[src/bra_pkg.sv]
// Shared types, constants and helper functions of the bitmap run allocator.
`timescale 1ns / 1ps
`default_nettype none

package bra_pkg;

    // Map geometry
    localparam int NBITS   = 1024;
    localparam int WORD_W  = 32;
    localparam int OFS_W   = $clog2(WORD_W);
    localparam int N_WORDS = (NBITS + WORD_W - 1) / WORD_W;
    localparam int WADDR_W = $clog2(N_WORDS);

    // Field widths
    localparam int OP_W   = 3;
    localparam int IDX_W  = 10;
    localparam int CNT_W  = 11;
    localparam int SIZE_W = 11;
    localparam int SUM_W  = CNT_W + 1;

    // Opcodes
    localparam logic [OP_W-1:0] OP_SET       = 3'd0;
    localparam logic [OP_W-1:0] OP_CLR       = 3'd1;
    localparam logic [OP_W-1:0] OP_FLIP      = 3'd2;
    localparam logic [OP_W-1:0] OP_TEST      = 3'd3;
    localparam logic [OP_W-1:0] OP_RANGE     = 3'd4;
    localparam logic [OP_W-1:0] OP_SCAN      = 3'd5;
    localparam logic [OP_W-1:0] OP_SCAN_FLIP = 3'd6;

    typedef logic [WORD_W-1:0] t_word;

    typedef struct packed {
        logic [OP_W-1:0]  opcode;
        logic [IDX_W-1:0] index;
        logic [CNT_W-1:0] count;
        logic             value;
    } t_in_item;

    typedef struct packed {
        logic             status;
        logic [IDX_W-1:0] found_index;
        logic             bit_value;
    } t_out_item;

    // Position of the lowest set bit (0 when none is set)
    function automatic logic [OFS_W-1:0] f_lowest(input t_word v);
        logic [OFS_W-1:0] pos;
        pos = '0;
        for (int j = WORD_W - 1; j >= 0; j--) begin
            if (v[j]) begin
                pos = OFS_W'(j);
            end
        end
        return pos;
    endfunction

    // Position of the highest set bit (0 when none is set)
    function automatic logic [OFS_W-1:0] f_highest(input t_word v);
        logic [OFS_W-1:0] pos;
        pos = '0;
        for (int j = 0; j < WORD_W; j++) begin
            if (v[j]) begin
                pos = OFS_W'(j);
            end
        end
        return pos;
    endfunction

    // Mark each bit position where n consecutive set bits of m begin.
    // Builds runs of 1, 2, 4, ... by doubling and combines them per bit of n.
    function automatic t_word f_run_starts(input t_word m, input logic [OFS_W-1:0] n);
        t_word            acc;
        t_word            pw;
        logic [OFS_W-1:0] off;
        acc = '1;
        pw  = m;
        off = '0;
        for (int k = 0; k < OFS_W; k++) begin
            if (n[k]) begin
                acc = acc & (pw >> off);
                off = off + OFS_W'(1 << k);
            end
            pw = pw & (pw >> (1 << k));
        end
        return acc;
    endfunction

endpackage

`default_nettype wire

[src/bra_ram.sv]
// Generic simple dual-port RAM with one write port and a registered read port.
`timescale 1ns / 1ps
`default_nettype none

module bra_ram #(
    parameter int WIDTH = 32,
    parameter int DEPTH = 32
) (
    input  wire logic                                     i_clk,
    input  wire logic                                     i_we,
    input  wire logic [((DEPTH > 1) ? $clog2(DEPTH) : 1)-1:0] i_waddr,
    input  wire logic [WIDTH-1:0]                         i_wdata,
    input  wire logic                                     i_re,
    input  wire logic [((DEPTH > 1) ? $clog2(DEPTH) : 1)-1:0] i_raddr,
    output logic      [WIDTH-1:0]                         o_rdata
);

    logic [WIDTH-1:0] r_mem [DEPTH];
    logic [WIDTH-1:0] r_rdata;

    // Write port
    always_ff @(posedge i_clk) begin
        if (i_we) begin
            r_mem[i_waddr] <= i_wdata;
        end
    end

    // Registered read port, holds when not enabled
    always_ff @(posedge i_clk) begin
        if (i_re) begin
            r_rdata <= r_mem[i_raddr];
        end
    end

    assign o_rdata = r_rdata;

endmodule

`default_nettype wire

[src/bitmap_run_allocator.sv]
// Top level of the bitmap run allocator: sequencer, word RAM and result register.
`timescale 1ns / 1ps
`default_nettype none

// A bit map of 1024 entries kept as 32 words of 32 bits in a RAM, with one valid
// flip-flop per word so that the whole map reads as zero right after reset (no
// clearing pass). One item is worked at a time; o_in_stall is high from accept
// until the result has been moved to the output register. Operations work the
// map one word at a time through a single mask and compare unit: set, clear and
// flip read, modify and write one word, test reads one word, a range set does
// so for each word it touches, a scan evaluates each word examined in two steps,
// and a scan-and-flip then inverts the run it found word by word. An item that
// touches nothing (single-bit write or scan at an index out of range, zero
// count, unused opcode) goes straight to the done state. A stalled output
// register holds the result in the done state. The pace is set by the one RAM
// read port and the two-step run evaluation per word. The bits_in_use register
// may be written at any time the block is idle.
module bitmap_run_allocator (
    input  wire logic                     i_clk,
    input  wire logic                     i_rst_n,
    input  wire logic                     i_cfg_we,
    input  wire logic [bra_pkg::SIZE_W-1:0] i_cfg_data,
    input  wire logic                     i_in_valid,
    output logic                          o_in_stall,
    input  wire bra_pkg::t_in_item        i_in_data,
    output logic                          o_out_valid,
    input  wire logic                     i_out_stall,
    output bra_pkg::t_out_item            o_out_data
);

    typedef enum logic [5:0] {
        ST_IDLE = 6'b000001,
        ST_RW   = 6'b000010,
        ST_TEST = 6'b000100,
        ST_SC_A = 6'b001000,
        ST_SC_B = 6'b010000,
        ST_DONE = 6'b100000
    } t_state;

    localparam bra_pkg::t_word ONES = {bra_pkg::WORD_W{1'b1}};

    // Registers
    t_state                             r_state, n_state;
    logic [bra_pkg::SIZE_W-1:0]         r_bits_in_use;
    logic [bra_pkg::IDX_W-1:0]          r_lo, n_lo;
    logic [bra_pkg::IDX_W-1:0]          r_last, n_last;
    logic [bra_pkg::WADDR_W-1:0]        r_word, n_word;
    logic [bra_pkg::CNT_W-1:0]          r_cnt, n_cnt;
    logic [bra_pkg::SIZE_W-1:0]         r_run_start, n_run_start;
    logic                               r_val, n_val;
    logic                               r_xor, n_xor;
    logic                               r_flip, n_flip;
    logic                               r_hit, n_hit;
    bra_pkg::t_word                     r_m, n_m;
    bra_pkg::t_word                     r_win, n_win;
    bra_pkg::t_out_item                 r_res, n_res;
    bra_pkg::t_out_item                 r_out, n_out;
    logic                               r_out_valid, n_out_valid;
    logic [bra_pkg::N_WORDS-1:0]        r_wvalid;
    logic                               r_rd_vld;

    // RAM controls and combinational values
    logic                               ram_we;
    logic [bra_pkg::WADDR_W-1:0]        ram_waddr;
    bra_pkg::t_word                     ram_wdata;
    logic                               ram_re;
    logic [bra_pkg::WADDR_W-1:0]        ram_raddr;
    bra_pkg::t_word                     ram_rdata;

    logic [bra_pkg::SIZE_W-1:0]         size;
    logic [bra_pkg::SIZE_W-1:0]         size_m1;
    logic                               idx_ok;
    logic [bra_pkg::SUM_W-1:0]          hi_sum;
    logic [bra_pkg::SUM_W-1:0]          hi_end;
    bra_pkg::t_word                     rd_word;
    bra_pkg::t_word                     lo_mask;
    bra_pkg::t_word                     hi_mask;
    bra_pkg::t_word                     word_mask;
    bra_pkg::t_word                     match;
    logic [bra_pkg::SUM_W-1:0]          base_w;
    logic [bra_pkg::OFS_W:0]            first_zero;
    logic                               carried_ok;
    logic                               short_ok;
    logic [bra_pkg::SUM_W-1:0]          start;
    logic                               out_take;

    // Effective map size and bounds of a new item
    assign size    = (r_bits_in_use > bra_pkg::SIZE_W'(bra_pkg::NBITS))
                   ? bra_pkg::SIZE_W'(bra_pkg::NBITS) : r_bits_in_use;
    assign size_m1 = size - bra_pkg::SIZE_W'(1);
    assign idx_ok  = bra_pkg::SIZE_W'(i_in_data.index) < size;
    assign hi_sum  = bra_pkg::SUM_W'(i_in_data.index) + bra_pkg::SUM_W'(i_in_data.count);
    assign hi_end  = (hi_sum > bra_pkg::SUM_W'(size)) ? bra_pkg::SUM_W'(size) : hi_sum;

    // Shared word mask: bits of the current word within [r_lo, r_last]
    assign rd_word   = r_rd_vld ? ram_rdata : '0;
    assign lo_mask   = (r_word == r_lo[bra_pkg::OFS_W +: bra_pkg::WADDR_W])
                     ? (ONES << r_lo[bra_pkg::OFS_W-1:0]) : ONES;
    assign hi_mask   = (r_word == r_last[bra_pkg::OFS_W +: bra_pkg::WADDR_W])
                     ? (ONES >> (bra_pkg::OFS_W'(bra_pkg::WORD_W - 1)
                                 - r_last[bra_pkg::OFS_W-1:0]))
                     : ONES;
    assign word_mask = lo_mask & hi_mask;
    assign match     = ~(rd_word ^ {bra_pkg::WORD_W{r_val}}) & word_mask;

    // Run evaluation on the registered match vector
    assign base_w     = bra_pkg::SUM_W'({r_word, {bra_pkg::OFS_W{1'b0}}});
    assign first_zero = (&r_m) ? (bra_pkg::OFS_W + 1)'(bra_pkg::WORD_W)
                               : (bra_pkg::OFS_W + 1)'(bra_pkg::f_lowest(~r_m));
    assign carried_ok = (bra_pkg::SUM_W'(r_run_start) + bra_pkg::SUM_W'(r_cnt))
                        <= (base_w + bra_pkg::SUM_W'(first_zero));
    assign short_ok   = (r_cnt < bra_pkg::CNT_W'(bra_pkg::WORD_W)) && (r_win != '0);
    assign start      = carried_ok ? bra_pkg::SUM_W'(r_run_start)
                                   : base_w + bra_pkg::SUM_W'(bra_pkg::f_lowest(r_win));

    assign out_take = r_out_valid && !i_out_stall;

    // Sequencer
    always_comb begin
        n_state     = r_state;
        n_lo        = r_lo;
        n_last      = r_last;
        n_word      = r_word;
        n_cnt       = r_cnt;
        n_run_start = r_run_start;
        n_val       = r_val;
        n_xor       = r_xor;
        n_flip      = r_flip;
        n_hit       = r_hit;
        n_m         = r_m;
        n_win       = r_win;
        n_res       = r_res;
        n_out       = r_out;
        n_out_valid = r_out_valid && i_out_stall;
        ram_we      = 1'b0;
        ram_waddr   = r_word;
        ram_wdata   = '0;
        ram_re      = 1'b0;
        ram_raddr   = i_in_data.index[bra_pkg::OFS_W +: bra_pkg::WADDR_W];

        case (r_state)
            ST_IDLE: begin
                if (i_in_valid) begin
                    n_res  = '0;
                    n_lo   = i_in_data.index;
                    n_last = i_in_data.index;
                    n_word = i_in_data.index[bra_pkg::OFS_W +: bra_pkg::WADDR_W];
                    n_val  = i_in_data.value;
                    n_cnt  = i_in_data.count;
                    n_xor  = 1'b0;
                    n_flip = 1'b0;
                    n_hit  = idx_ok;
                    n_state = ST_DONE;
                    case (i_in_data.opcode)
                        bra_pkg::OP_SET, bra_pkg::OP_CLR, bra_pkg::OP_FLIP: begin
                            n_xor = (i_in_data.opcode == bra_pkg::OP_FLIP);
                            n_val = (i_in_data.opcode == bra_pkg::OP_SET);
                            if (idx_ok) begin
                                ram_re  = 1'b1;
                                n_state = ST_RW;
                            end
                        end
                        bra_pkg::OP_TEST: begin
                            ram_re  = 1'b1;
                            n_state = ST_TEST;
                        end
                        bra_pkg::OP_RANGE: begin
                            n_last = bra_pkg::IDX_W'(hi_end - bra_pkg::SUM_W'(1));
                            if (idx_ok && (i_in_data.count != '0)) begin
                                ram_re  = 1'b1;
                                n_state = ST_RW;
                            end
                        end
                        bra_pkg::OP_SCAN, bra_pkg::OP_SCAN_FLIP: begin
                            n_res.status = 1'b1;
                            n_flip       = (i_in_data.opcode == bra_pkg::OP_SCAN_FLIP);
                            n_last       = size_m1[bra_pkg::IDX_W-1:0];
                            n_run_start  = bra_pkg::SIZE_W'({
                                i_in_data.index[bra_pkg::OFS_W +: bra_pkg::WADDR_W],
                                {bra_pkg::OFS_W{1'b0}}});
                            if (idx_ok && (i_in_data.count != '0)) begin
                                ram_re  = 1'b1;
                                n_state = ST_SC_A;
                            end
                        end
                        default: begin
                            n_state = ST_DONE;
                        end
                    endcase
                end
            end

            // Read-modify-write one word per cycle, prefetch the next one
            ST_RW: begin
                ram_we    = 1'b1;
                ram_waddr = r_word;
                if (r_xor) begin
                    ram_wdata = rd_word ^ word_mask;
                end else if (r_val) begin
                    ram_wdata = rd_word | word_mask;
                end else begin
                    ram_wdata = rd_word & ~word_mask;
                end
                if (r_word == r_last[bra_pkg::OFS_W +: bra_pkg::WADDR_W]) begin
                    n_state = ST_DONE;
                end else begin
                    ram_re    = 1'b1;
                    ram_raddr = r_word + bra_pkg::WADDR_W'(1);
                    n_word    = r_word + bra_pkg::WADDR_W'(1);
                end
            end

            ST_TEST: begin
                n_res.bit_value = r_hit & rd_word[r_lo[bra_pkg::OFS_W-1:0]];
                n_state         = ST_DONE;
            end

            // Build the match vector and its run starts, prefetch the next word
            ST_SC_A: begin
                n_m   = match;
                n_win = bra_pkg::f_run_starts(match, r_cnt[bra_pkg::OFS_W-1:0]);
                if (r_word != r_last[bra_pkg::OFS_W +: bra_pkg::WADDR_W]) begin
                    ram_re    = 1'b1;
                    ram_raddr = r_word + bra_pkg::WADDR_W'(1);
                end
                n_state = ST_SC_B;
            end

            // Decide on this word: found, failed, or carry the open run
            ST_SC_B: begin
                if (carried_ok || short_ok) begin
                    n_res.status      = 1'b0;
                    n_res.found_index = start[bra_pkg::IDX_W-1:0];
                    if (r_flip) begin
                        n_lo      = start[bra_pkg::IDX_W-1:0];
                        n_last    = bra_pkg::IDX_W'(start + bra_pkg::SUM_W'(r_cnt)
                                                    - bra_pkg::SUM_W'(1));
                        n_word    = start[bra_pkg::OFS_W +: bra_pkg::WADDR_W];
                        n_xor     = 1'b1;
                        ram_re    = 1'b1;
                        ram_raddr = start[bra_pkg::OFS_W +: bra_pkg::WADDR_W];
                        n_state   = ST_RW;
                    end else begin
                        n_state = ST_DONE;
                    end
                end else if (r_word == r_last[bra_pkg::OFS_W +: bra_pkg::WADDR_W]) begin
                    n_state = ST_DONE;
                end else begin
                    if (!(&r_m)) begin
                        n_run_start = bra_pkg::SIZE_W'(base_w
                                      + bra_pkg::SUM_W'(bra_pkg::f_highest(~r_m))
                                      + bra_pkg::SUM_W'(1));
                    end
                    n_word  = r_word + bra_pkg::WADDR_W'(1);
                    n_state = ST_SC_A;
                end
            end

            // Hand the result to the output register once it is free
            ST_DONE: begin
                if (!r_out_valid || !i_out_stall) begin
                    n_out       = r_res;
                    n_out_valid = 1'b1;
                    n_state     = ST_IDLE;
                end
            end

            default: begin
                n_state = ST_IDLE;
            end
        endcase
    end

    always_ff @(posedge i_clk) begin
        if (!i_rst_n) begin
            r_state       <= ST_IDLE;
            r_bits_in_use <= bra_pkg::SIZE_W'(1024);
            r_out_valid   <= 1'b0;
            r_wvalid      <= '0;
        end else begin
            r_state     <= n_state;
            r_out_valid <= n_out_valid;
            if (i_cfg_we) begin
                r_bits_in_use <= i_cfg_data;
            end
            if (ram_we) begin
                r_wvalid[ram_waddr] <= 1'b1;
            end
        end
    end

    // Payload registers
    always_ff @(posedge i_clk) begin
        r_lo        <= n_lo;
        r_last      <= n_last;
        r_word      <= n_word;
        r_cnt       <= n_cnt;
        r_run_start <= n_run_start;
        r_val       <= n_val;
        r_xor       <= n_xor;
        r_flip      <= n_flip;
        r_hit       <= n_hit;
        r_m         <= n_m;
        r_win       <= n_win;
        r_res       <= n_res;
        r_out       <= n_out;
        if (ram_re) begin
            r_rd_vld <= r_wvalid[ram_raddr];
        end
    end

    bra_ram #(
        .WIDTH (bra_pkg::WORD_W),
        .DEPTH (bra_pkg::N_WORDS)
    ) u_ram (
        .i_clk   (i_clk),
        .i_we    (ram_we),
        .i_waddr (ram_waddr),
        .i_wdata (ram_wdata),
        .i_re    (ram_re),
        .i_raddr (ram_raddr),
        .o_rdata (ram_rdata)
    );

    assign o_in_stall  = (r_state != ST_IDLE);
    assign o_out_valid = r_out_valid;
    assign o_out_data  = r_out;

endmodule

`default_nettype wire
[config.mk]
export PLATFORM = sky130hd
export DESIGN_NAME = bitmap_run_allocator
export DESIGN_NICKNAME = d
export VERILOG_FILES = /design/src/bra_pkg.sv /design/src/bra_ram.sv /design/src/bitmap_run_allocator.sv
export SDC_FILE = /design/constraint.sdc
export NUM_CORES = 2
export LEC_CHECK = 0
export BUFFER_PORTS_ARGS = -buffer_cell sky130_fd_sc_hd__buf_2
export CAP_MARGIN = 20
export CELL_PAD_IN_SITES_DETAIL_PLACEMENT = 2
export CELL_PAD_IN_SITES_GLOBAL_PLACEMENT = 2
export CORE_ASPECT_RATIO = 1.2
export CORE_MARGIN = 2
export CORE_UTILIZATION = 46
export DETAILED_ROUTE_END_ITERATION = 8
export PLACE_DENSITY = 0.88
export SLEW_MARGIN = 10
export SYNTH_ARGS = -nofsm -noshare
export SYNTH_HDL_FRONTEND = slang
export SYNTH_SLANG_ARGS = --single-unit
[constraint.sdc]
create_clock -name i_clk -period 7.9 [get_ports i_clk]
set_input_delay 1.185 -clock i_clk [delete_from_list [all_inputs] [get_ports i_clk]]
set_output_delay 1.185 -clock i_clk [all_outputs]
set_load 0.01 [all_outputs]
======== After elaboration in Yosys (flattened, before gate mapping) ========
Memories as Yosys holds them, arrays and structs flattened. A register that Yosys moved wholly into a read port is not among the register bits.
Cells that the tools add are included.
word-level totals
  bits in registers ....................... 190
  memory bits (writable) .................. 1,024
  input bits .............................. 41
  output and inout port bits .............. 14
  word-level logic and storage cells ...... 317
  memories ................................ 1
operators by class
  add/sub/neg operators ................... 15
  $lt $le $gt $ge ......................... 9
  equal/unequal tests ..................... 26
  shift-type cells ........................ 6
  mux-type cells .......................... 193
  bitwise gates (word level) .............. 19
  reductions and logical operators ........ 26
memories
  name         words  bits a word  rd ports  clocked after memory_dff  wr ports  RTL line       source
  u_ram.r_mem  32     32           1         1                         1         bra_ram.sv:18  logic [WIDTH-1:0] r_mem [DEPTH];
operator list
  cell                                                count
  2-to-1 mux 5 bit                                    113
  2-to-1 mux 32 bit                                   15
  AND 32 bit                                          7
  >> shifter 32 x 5 -> 32 bit                         4
  inverter 32 bit                                     3
  2-to-1 mux 10 bit                                   8
  2-to-1 mux 11 bit                                   7
  OR 32 bit                                           2
  XOR 32 bit                                          2
  2-to-1 mux 6 bit                                    10
  one-hot mux 10 bit (2 select lines)                 3
  one-hot mux 11 bit (2 select lines)                 2
  one-hot mux 6 bit (6 select lines)                  1
  AND 32 x 24 -> 32 bit                               1
  AND 32 x 28 -> 32 bit                               1
  AND 32 x 30 -> 32 bit                               1
  AND 32 x 31 -> 32 bit                               1
  AND reduction 32 bit                                1
  nonzero test 32 bit                                 1
  << shifter 32 x 5 -> 32 bit, first input constant   1
  >> shifter 32 x 5 -> 32 bit, first input constant   1
  one-hot mux 5 bit (3 select lines)                  2
  subtractor 10 x 1 -> 10 bit, second input constant  3
  one-hot mux 6 bit (4 select lines)                  1
  other kinds (55)                                    103

======== Logic depth before layout (Yosys ltp) ========
  word-level depth ........................ 45
  depth in mapped cells ................... 37
  gate-level depth less buffers ........... 35

======== By module ========
Synthesis repeated with hierarchy kept, for this count alone.
unflattened totals
  cell total of the unflattened synthesis .. 4,312
  area, all modules ....................... 57,948.1 um^2
modules (own cells, without submodules)
  module                instances  cells each  area each (um^2)  seq. area each (um^2)
  bra_ram               1          2,260       40,811.6          31,710.4
  bitmap_run_allocator  1          2,052       17,136.4          5,205.0

======== Worst setup path after synthesis ========
No wires, ideal clock.
  kind .................................... flip-flop to flip-flop
  start ................................... reg r_cnt[0] in the netlist's numbering
  end ..................................... reg r_last[9] in the netlist's numbering (data pin)
  setup time .............................. 0.167 ns
  arrival ................................. 6.430 ns
  required time ........................... 7.733 ns
  slack ................................... 1.303 ns
  stages on the path, launching flop included .. 36
  path buffers ............................ 2
  period minus slack after synthesis ...... 6.597 ns
  path through ............................ edfxtp_1 > ha_1 > fa_1 > a21o_1 > a21oi_1 > o21bai_1 > a21oi_1 > nor2b_1 > o21a_1 > o21ai_0 > nand2b_1 > a21oi_1 > xnor2_1 > ha_1 > and4_1 > a32oi_1 > a2bb2oi_1 > nor2_1 > clkbuf_1 > clkbuf_1 > nor3_1 > a22oi_1 > ha_1 > inv_1 > ha_1 > fa_1 > a21o_1 > a21oi_1 > o21bai_1 > a21oi_1 > o21bai_1 > a21oi_1 > xnor2_1 > xnor2_1 > nor2_1 > a211oi_1
between the ends
  cells in the longest elaborated chain, start to end .. 8
RTL lines
  item                                       RTL line                     source
  start: declaration                         bitmap_run_allocator.sv:48   logic [bra_pkg::CNT_W-1:0] r_cnt, n_cnt;
  start signal: assignment                   bitmap_run_allocator.sv:297  r_cnt <= n_cnt;
  adder 11 x 11 -> 12 bit                    bitmap_run_allocator.sv:110  assign carried_ok = (bra_pkg::SUM_W'(r_run_start) + bra_pkg::SUM_W'(r_cnt))
  less-or-equal comparator 12 x 11 -> 1 bit  bitmap_run_allocator.sv:111  <= (base_w + bra_pkg::SUM_W'(first_zero));
  2-to-1 mux 10 bit                          bitmap_run_allocator.sv:113  assign start = carried_ok ? bra_pkg::SUM_W'(r_run_start)
  adder 10 bit *                             bitmap_run_allocator.sv:236  n_last = bra_pkg::IDX_W'(start + bra_pkg::SUM_W'(r_cnt)
  subtractor 10 x 1 -> 10 bit *              bitmap_run_allocator.sv:237  - bra_pkg::SUM_W'(1));
  2-to-1 mux 10 bit *                        bitmap_run_allocator.sv:234  if (r_flip) begin
  2-to-1 mux 10 bit *                        bitmap_run_allocator.sv:231  if (carried_ok || short_ok) begin
  one-hot mux 10 bit (2 select lines) *      bitmap_run_allocator.sv:141  case (r_state)
  via n_last, one bit                        bitmap_run_allocator.sv:46   logic [bra_pkg::IDX_W-1:0] r_last, n_last;
  end signal: assignment                     bitmap_run_allocator.sv:295  r_last <= n_last;
  end: declaration                           bitmap_run_allocator.sv:46
Mark *: on every way through the listed nets, which the timed path passes. The rest lies on a longest branch. The select of a mux whose other input is x is not followed.
A chain may end at the register's enable or synchronous reset.

======== Final worst setup path ========
  start ................................... reg r_m[31]
  end ..................................... reg u_ram.r_rdata[30], in the netlist u_ram.o_rdata[30], read port of u_ram.r_mem (data pin)
between the ends
  cells in the longest elaborated chain, start to end .. 40
  elaborated cells between the ends (all ways) .. 44
  classes of those cells .................. add/sub: 1; order compare: 1; mux: 39; bitwise: 1; reduce/logical: 2
RTL lines
  item                                         RTL line                     source
  start: declaration                           bitmap_run_allocator.sv:54   bra_pkg::t_word r_m, n_m;
  start signal: assignment                     bitmap_run_allocator.sv:303  r_m <= n_m;
  inverter 32 bit                              bitmap_run_allocator.sv:109  : (bra_pkg::OFS_W + 1)'(bra_pkg::f_lowest(~r_m));
  2-to-1 mux 5 bit (32 in series)              bra_pkg.sv:50                if (v[j]) begin
  2-to-1 mux 6 bit *                           bitmap_run_allocator.sv:108  assign first_zero = (&r_m) ? (bra_pkg::OFS_W + 1)'(bra_pkg::WORD_W)
  adder 10 x 6 -> 11 bit *                     bitmap_run_allocator.sv:111
  less-or-equal comparator 12 x 11 -> 1 bit *  bitmap_run_allocator.sv:111
  2-to-1 mux 10 bit                            bitmap_run_allocator.sv:113
  2-to-1 mux 5 bit                             bitmap_run_allocator.sv:234
  2-to-1 mux 5 bit                             bitmap_run_allocator.sv:231
  one-hot mux 5 bit (3 select lines)           bitmap_run_allocator.sv:141
  end: declaration                             bra_ram.sv:19                logic [WIDTH-1:0] r_rdata;
Mark *: on every way between the ends. The rest lies on a longest branch, timed or not.

==> impl_metrics.json <==
{
  "status": "finished clean",
  "grt_pass1_vias": 48000,
  "slowest_delay_ps": 920,
  "ys_async_sr_fraction": 0,
  "drc": 0,
  "clk_latency_ps": 830,
  "syn2layout_area_growth_pct": 12.8,
  "gr-usage-all-layers": 0.404,
  "rsz0062_at_grt": "no",
  "dp_cells": 6092,
  "finalSetupViolCount": 0,
  "wl_per_cell_um": 43.4,
  "antenna_found_initial": 10,
  "crit_fanout": 26,
  "grt_overflow": 0,
  "fp.dieW_um": 329,
  "final_hold_viol_count": 0,
  "ys_seq_area_frac": 0.634,
  "nets": 4684,
  "finalWeightedCongestion": 0.915,
  "crit_path_frequent_cell": "ha_1",
  "ant_nets": 0,
  "drt-total-wl_um": 275000,
  "relSlewSlack": 0.179,
  "ys.flop_type": "edfxtp_1",
  "dieArea_um2": 129000,
  "syn_area_um2": 58200,
  "worst_ep_required_time_ps": 8380,
  "final_cells": 6341,
  "pin_count": 55,
  "drive_gt1_frac": 0.126,
  "cp-end-kind": "register",
  "min_from": "r_res[1]",
  "syn_inst": 4502,
  "hold_path_class": "register to register",
  "startpoint_type": "register",
  "synth_seq_cells": 1246,
  "cts_max_path_buffers": 3,
  "criticalPathCategory": "register to register",
  "final_cell_mix": "edfxtp_1 (1196), mux2i_1 (525), nand2_1 (514)",
  "drv_slew": 0,
  "cts_sinks": 1246,
  "synth_edf_count": 1196,
  "cts_max_level": 4,
  "row_count": 143,
  "vias": 46100,
  "cts.clk_slew.worst_paths_ps": 80,
  "grt_max_degree": 137,
  "portBuffers": 54,
  "finClkSkew_ps": 51.2,
  "drt_iter0_markers": 6277,
  "cts_buffers": 131,
  "p_leak_nw": 22.4,
  "first_pass_iters": 6,
  "dp_hpwl_um": 148000,
  "startpoint": "r_m[31]",
  "ys_types": 113,
  "cap_violations": 0,
  "cts_tree": "built",
  "dieHeight_um": 394,
  "fin_tns_setup_ps": 0,
  "ir_drop_v": 0.000250,
  "core-area_um2": 126000,
  "synth_fp_nets": 4623,
  "yosys_warnings": 0,
  "tightestPinTransition_ps": 1220,
  "syn_avg_cell_area_um2": 12.9,
  "min_period_ps": 7660,
  "fin_crit_sh": 0.969,
  "worstReg2RegStart": "r_m[31]",
  "grt_first_pass_wirelength_um": 373000,
  "root_buffer": "clkbuf_16",
  "vias_per_cell": 7.26,
  "cp_cell_sequence": "nand4_1 -> nor2_1 -> nand2b_1 -> nor4_2 -> ha_1 -> ha_1 -> nand3_1 -> xnor2_1 -> ha_1 -> o21a_1 -> o21ai_0 -> a32oi_1 -> o2bb2ai_1 -> a21oi_2 -> o311ai_1 -> and2_4 -> buf_4 -> a2111oi_0 -> nor4_2",
  "fin_hold_ws_ps": 411,
  "crit_slowest_cell": "nor4_2",
  "final_common_cell": "edfxtp_1",
  "power_density_nw_per_um2": 324,
  "cp.arrival_ps": 8140,
  "start_util": 0.462,
  "timing.fmax_mhz": 131
}
==> worst paths after layout <==
kind,slack (ps),cells after the start,end
worst max-delay path,240,19,u_ram.o_rdata[30]
worst min-delay path,410,0,o_out_data[1]
worst max register to register,240,19,u_ram.o_rdata[30]
worst min register to register,410,0,o_out_data[1]
==> Yosys cell counts, types with 8 or more instances <==
master	number	share of area
a32oi_1	70	0.011
o21ai_0	124	0.011
o31ai_1	16	0.0021
nand2b_1	19	0.0020
xnor2_1	73	0.011
o32ai_1	39	0.0059
inv_1	84	0.0054
a22oi_1	16	0.0021
a21oi_1	266	0.023
or2_2	8	0.00086
xor2_1	16	0.0024
a31oi_1	29	0.0031
a211oi_1	63	0.0081
o2bb2ai_1	9	0.0014
and3_1	23	0.0025
nand4_1	40	0.0043
and2_1	17	0.0018
ha_1	77	0.017
nand2_1	515	0.033
o22ai_1	117	0.013
or3_1	22	0.0024
and4_1	8	0.0012
o21a_1	21	0.0027
clkbuf_1	161	0.010
buf_4	14	0.0018
o211a_1	8	0.0014
mux2i_1	525	0.090
buf_1	26	0.0017
mux2_2	18	0.0035
dfxtp_1	50	0.017
nor2_1	285	0.018
o21bai_1	13	0.0017
nor4_1	64	0.0069
o211ai_1	17	0.0022
buf_2	69	0.0059
nor2b_1	16	0.0017
nor3_1	52	0.0045
nand3_1	83	0.0071
edfxtp_1	1196	0.62
a211o_1	8	0.0012
a21o_1	25	0.0032
mux4_2	26	0.010
==> flip-flops by register name (all words and copies together) (netlist names), 5 cells and up <==
name           cells
r_win             32
u_ram.o_rdata     32
r_lo              10
r_res             12
u_ram.r_mem     1024
r_bits_in_use     11
r_last            10
r_m               32
r_cnt             11
o_out_data        12
r_run_start       11
r_state            6
r_wvalid          32
r_word             5
==> through the flow <==
step | instance area, µm² | power [mW] | utilization | setup WS, ps
CTS | 65500 | 20.8 | 0.519 | 228
detailed placement | 61100 | 13.9 | 0.485 | 259
finish | 65700 | 21.3 | 0.521 | 243
global placement | 61100 | 13.4 | 0.484 | 731
global route | 65600 | 21.6 | 0.520 | 81.5
floorplan | 58200 | 11.7 | - | 1300
==> worst max-delay path: cells and delay by family, from the launching register on <==
family | cells | cell delay (ps)
buffers and inverters | 1 | 560
adders and majority gates | 3 | 810
and+or+nand+nor | 7 | 2970
xor gates and xnor gates | 1 | 160
DFF | 1 | 570
AOI/OAI and AO/OA | 7 | 2220
==> kinds of logic (layout without fill, tap and decap cells) <==
group,after synthesis,count (layout),synth area share
buffers and inverters,368,533,0.0268
AO/OA/AOI/OAI,943,943,0.108
multiplexers,571,571,0.104
adder cells (fa/ha/maj),80,80,0.0176
XOR/XNOR,90,90,0.0137
AND/OR/NAND/NOR,1204,1204,0.0954
other,0,7,0
flip-flops,1246,1246,0.634
==> where the power goes <==
| group | internal (mW) | total (mW) | switching [mW] |
|---|---|---|---|
| Sequential | 7.46 | 7.79 | 0.331 |
| Clock | 3.62 | 6.76 | 3.14 |
| Combinational | 2.04 | 6.74 | 4.70 |
| Total | 13.1 | 21.3 | 8.17 |
==> area by class of cell <==
class	count	area (µm²)
sequential	1246	36900
antenna	7	17.5
timing repair buffer	204	1570
tap	1667	2090
inverter	92	345
multi-input combinational	2888	20400
clock buffer	154	3470
clock inverter	83	892
fill	11600	60500
==> layer usage <==
layer / vias up / track usage / part of all wire
li1: 17400 / - / -
met1: 23400 / 0.483 / 0.35
met2: 3816 / 0.641 / 0.46
met3: 1373 / 0.101 / 0.10
met4: 6 / 0.277 / 0.087
met5: - / 0 / 0.00016
==> repair_timing <==
item                                    in CTS  in global routing
endpoints found under the setup margin       2                  8
hold buffers                                 0                  0
gates cloned                                 0                  0
gates resized for setup                      4                  4
setup buffers                                0                  0
(Power assumes the default switching activity.)
